<file path="src/rtl/b58_pkg.sv">
// b58_pkg: shared types and constants for the base-58 encoder
// no dependencies; imported by b58_cell, base58_encoder and b58_checker

package b58_pkg;

   localparam int DigitWidth = 6;
   localparam int ByteWidth  = 8;
   localparam int CountWidth = 6;
   localparam int CharWidth  = 7;

   // one digit times 256 plus a carry fits in 14 bits
   localparam int ValueWidth = DigitWidth + ByteWidth;
   localparam logic [ValueWidth-1:0] Radix = ValueWidth'(58);

   // divide by 58 as a multiply by a scaled reciprocal
   localparam int DivShift  = 20;
   localparam int DivWidth  = 15;
   localparam logic [DivWidth-1:0] DivMul = DivWidth'(18079);
   localparam int ProdWidth = ValueWidth + DivWidth;

   // digits per byte, log(256)/log(58), in 24-bit fixed point
   localparam int RatioShift = 24;
   localparam int RatioWidth = 25;
   localparam longint RatioFull = (64'd16777216 * 64'd1000000000) / 64'd732247624;
   localparam logic [RatioWidth-1:0] DigitRatio = RatioWidth'(RatioFull);
   localparam int SizeWidth = 8;

   localparam logic [CharWidth-1:0] CharOne   = CharWidth'(49);
   localparam logic [CharWidth-1:0] CharUpA   = CharWidth'(65);
   localparam logic [CharWidth-1:0] CharUpJ   = CharWidth'(74);
   localparam logic [CharWidth-1:0] CharUpP   = CharWidth'(80);
   localparam logic [CharWidth-1:0] CharLowA  = CharWidth'(97);
   localparam logic [CharWidth-1:0] CharLowM  = CharWidth'(109);
   localparam logic [CharWidth-1:0] CharLowZ  = CharWidth'(122);

   typedef struct packed {
      logic                 go;
      logic [ByteWidth-1:0] carry;
   } b58_link_type;

   // alphabet without 0, O, I and l
   function automatic logic [CharWidth-1:0] b58_char(input logic [DigitWidth-1:0] digit);
      logic [CharWidth-1:0] d;
      logic [CharWidth-1:0] c;
      d = CharWidth'(digit);
      if (digit < DigitWidth'(9)) begin
         c = CharOne + d;
      end else if (digit < DigitWidth'(17)) begin
         c = CharUpA + d - CharWidth'(9);
      end else if (digit < DigitWidth'(22)) begin
         c = CharUpJ + d - CharWidth'(17);
      end else if (digit < DigitWidth'(33)) begin
         c = CharUpP + d - CharWidth'(22);
      end else if (digit < DigitWidth'(44)) begin
         c = CharLowA + d - CharWidth'(33);
      end else if (digit < DigitWidth'(58)) begin
         c = CharLowM + d - CharWidth'(44);
      end else begin
         c = CharLowZ;
      end
      return c;
   endfunction

endpackage

</file>
<file path="src/rtl/b58_cell.sv">
// b58_cell: one base-58 digit of the store, multiply-by-256 carry step
// depends on b58_pkg; instantiated in a row by base58_encoder

module b58_cell import b58_pkg::*; (
   input  logic                  clock,
   input  logic                  reset,
   input  logic                  shift,
   input  b58_link_type          link_in,
   output b58_link_type          link_out,
   input  logic [DigitWidth-1:0] shift_digit,
   output logic [DigitWidth-1:0] digit_out
);

   logic [DigitWidth-1:0] digit_ff, digit_in;
   logic                  go_ff, go_in;
   logic [ByteWidth-1:0]  carry_ff, carry_in;

   logic [ValueWidth-1:0] value;
   logic [ProdWidth-1:0]  prod;
   logic [ByteWidth-1:0]  quot;
   logic [ValueWidth-1:0] rem_full;

   always_comb begin
      value    = {digit_ff, ByteWidth'(0)} + ValueWidth'(link_in.carry);
      prod     = ProdWidth'(value) * ProdWidth'(DivMul);
      quot     = prod[DivShift +: ByteWidth];
      rem_full = value - ValueWidth'(quot) * Radix;
      go_in    = link_in.go && !shift;
      carry_in = quot;
      if (shift) begin
         digit_in = shift_digit;
      end else if (link_in.go) begin
         digit_in = rem_full[DigitWidth-1:0];
      end else begin
         digit_in = digit_ff;
      end
   end

   always_ff @(posedge clock) begin
      if (reset) begin
         digit_ff <= '0;
         go_ff    <= 1'b0;
      end else begin
         digit_ff <= digit_in;
         go_ff    <= go_in;
      end
      carry_ff <= carry_in;
   end

   assign link_out  = '{go: go_ff, carry: carry_ff};
   assign digit_out = digit_ff;

endmodule

</file>
<file path="config.mk">
export PLATFORM = sky130hd
export DESIGN_NAME = b58_cell
export DESIGN_NICKNAME = d
export VERILOG_FILES = /design/src/rtl/b58_pkg.sv /design/src/rtl/b58_cell.sv
export SDC_FILE = /design/constraint.sdc
export NUM_CORES = 1
export LEC_CHECK = 0
export ABC_CLOCK_PERIOD_IN_PS = 15300
export BUFFER_PORTS_ARGS = -buffer_cell sky130_fd_sc_hd__buf_2
export CAP_MARGIN = 15
export CORE_MARGIN = 1.5
export CORE_UTILIZATION = 55
export CTS_CLUSTER_DIAMETER = 50
export CTS_CLUSTER_SIZE = 16
export DETAILED_ROUTE_END_ITERATION = 10
export PLACE_DENSITY_LB_ADDON = 0.3
export SYNTH_ARGS = -nofsm -noshare
export SYNTH_HDL_FRONTEND = slang
export SYNTH_SLANG_ARGS = --single-unit
</file>
<file path="constraint.sdc">
create_clock -name clock -period 15.3 [get_ports clock]
set_input_delay 1.53 -clock clock [delete_from_list [all_inputs] [get_ports clock]]
set_output_delay 1.53 -clock clock [all_outputs]
set_load 0.005 [all_outputs]
</file>
==> results.md <==
* Status: complete, no violations
* H-tree depth at 1
* Final hold slack at 0.819 ns
* Clock sinks at 15
* GR Util All Layers at 21.3%
* Sequential share of the synthesized area at 6.77%
* Synth top area share at 36.7%
* Num CTS Buffers at 3
* Slew @ Worst Pin at 0.555 ns
* Most common cell in the netlist: ha_1
* Fillers at 682
* Critical Path Start Type: input pin
* Final Wtd Congestion at 0.851
* Num ports at 33
* Final Max Slew Viols at 0
* Post-Syn Nets at 657
* Hpwl dp at 7.54 mm
* Die Wd at 92.8 um
* Unrepaired setup endpoints after global routing: false
* CP max FO at 7
* Flops & latches, synth at 15
* Ant. Diodes at 0
* IO Port Bufs at 32
* Initial Util at 57.1%
* Post-CTS Setup Repair Bufs at 0
* Largest area contributor in the netlist: ha_1
* Slew margin rel. at 62.1%
* TritonCTS clock tree: done
* Drt drc at 0
* Largest cells by area after synthesis: ha_1 37%, fa_1 28%, inv_1 11%
* Hold WC Path Type: register to register
* Share of layout cells above drive strength 1 at 10.4%
* Via Count at 2993
* Post_cts resized at 0
* Worst-path clk slew at 0.06 ns
* TritonRoute pass-1 iters at 4
* DR vias/cell at 5.14
* Critical path endpoint category: register
* CTS Root Cell: clkbuf_8
* R2R depth at 25
* Starting DRT DRC Count at 88
* CORE AREA at 7770 um2
* Total wire length at 8.42 mm
* GR Overflow Total at 0
* First-pass GRT wire length at 14.3 mm
* Post-synth EDFFs at 0
* Hold Buf Count CTS at 0
* Initial antenna violation count at 0
* Post-Syn Area at 4440 um2
* Nets at 690
* CP Class: input pin to register
* Hold Path Depth at 2
* Tmin final at 8.21 ns
* Final core utilization at 61.2%
* Async set-or-reset flop fraction in the synthesized netlist at 0%
* # setup viols final at 0
* Worst Path Arrival at 8.36 ns
* Post-route ant nets at 0
* Main synth FF type: dfxtp_1
* Wire length per cell at 14.5 um
* Worst Clk Skew at 0.00199 ns
* Area Overhead vs Synth at 7.08%
* Post-synthesis instance total at 448
* Maximum clock insertion buffer count at 2
* Vias in the first global route at 3064
* Worst-Skew Late Latency at 0.25 ns
* Hold Vio Cnt, Final at 0
* FP Rows at 32
* Yosys cell types at 45
* Commonest cells post-synth: 130 x ha_1, 125 x inv_1, 61 x fa_1, 18 x a21oi_1, 18 x nor2_1
* Largest net degree at the start of global routing at 14
* Setup TNS at 0 ns
* Fin crit share at 53.7%
* DIE AREA at 8610 um2
* Max-cap violations at 0
* Synth Area per Inst at 9.90 um2
* Crit path required time at 15.44 ns
* Die Ht at 92.8 um
* FMAX at 0.122 GHz
* Yosys warnings at 0
[worst paths after layout]
kind | start | slack [ns] | end
max | link_in[5] | 7.09 | digit_out[5]$_SDFFE_PP0P_
min | digit_out[5]$_SDFFE_PP0P_ | 0.82 | carry_ff[7]$_DFF_P_
max reg2reg | digit_out[3]$_SDFFE_PP0P_ | 7.75 | digit_out[5]$_SDFFE_PP0P_
min reg2reg | digit_out[5]$_SDFFE_PP0P_ | 0.82 | carry_ff[7]$_DFF_P_
[per-layer routing]
| metal | global-route usage [%] | vias up | share of wire, % |
|---|---|---|---|
| met5 | 0 | - | 0 |
| met4 | 0.758 | 0 | 0 |
| met3 | 2.22 | 0 | 2.6 |
| met2 | 37.5 | 42 | 49 |
| met1 | 29.7 | 1443 | 48 |
| li1 | - | 1508 | - |
[logic make-up after synthesis]
logic type / share of synthesized area [%]
DFF: 6.77
adders and majority gates: 64.2
AOI/OAI and AO/OA: 7.61
and+or+nand+nor: 5.87
muxes: 0.677
xor gates and xnor gates: 3.89
buffers and inverters: 11.0
[per-stage QoR]
stage	area, um2	setup slack (ns)	std cells
floorplan	4440	7.38	448
global placement	4710	6.94	578
detailed placement	4710	6.81	578
CTS	4750	7.06	582
global route	4750	6.71	582
finish	4750	7.09	582
[critical path, cell delays in order]
cell and delay [ns]:
buf_2 0.18, fa_1 0.48, fa_1 0.45, ha_1 0.31
fa_1 0.53, fa_1 0.55, inv_1 0.06, fa_1 0.51
inv_1 0.05, ha_1 0.30, and4_2 0.24, o21ai_0 0.10
or4_1 0.47, or3b_2 0.21, xor2_1 0.34, ha_1 0.33
ha_1 0.29, ha_1 0.27, inv_1 0.04, ha_1 0.29
a21oi_1 0.16, xnor2_1 0.18, xnor2_2 0.14, xnor2_1 0.08
a211o_1 0.25
[cell type report]
cell class              instances  area, um2  share of cell area, %
flip-flops and latches         15        300                   6.32
repair buffers                 32        160                   3.37
clock buffers                   4       45.0                  0.948
inverters                     125        469                   9.88
well taps                     102        128                   2.69
multi-input cells             304       3650                   76.8
[cells in the final DEF (no fill, tap or decap), drive strengths merged]
master   count
a2111oi      2
a211o        1
a211oi       2
a21boi       1
a21o         9
a21oi       18
a221oi       1
a31o         1
a31oi        1
and2         1
and3         1
and4         1
buf         32
clkbuf       4
dfxtp       15
fa          61
ha         130
inv        125
mux2i        3
nand2        5
nand3        4
nand3b       2
nand4        3
nor2        18
nor3         4
nor3b        1
nor4         1
nor4b        1
o2111a       1
o2111ai      1
o21a         2
o21ai        4
o2bb2ai      1
or2          2
or3b         1
or4          1
or4b         1
xnor2       14
xor2         4
[sequential cells by signal, summed over array words and instances (netlist names)]
register	count
carry_ff	8
digit_out	6
go_ff	1
Power is left out: the tool's default activity adds up to more than one toggle a clock period on the data nets, which glitch-free logic cannot reach.
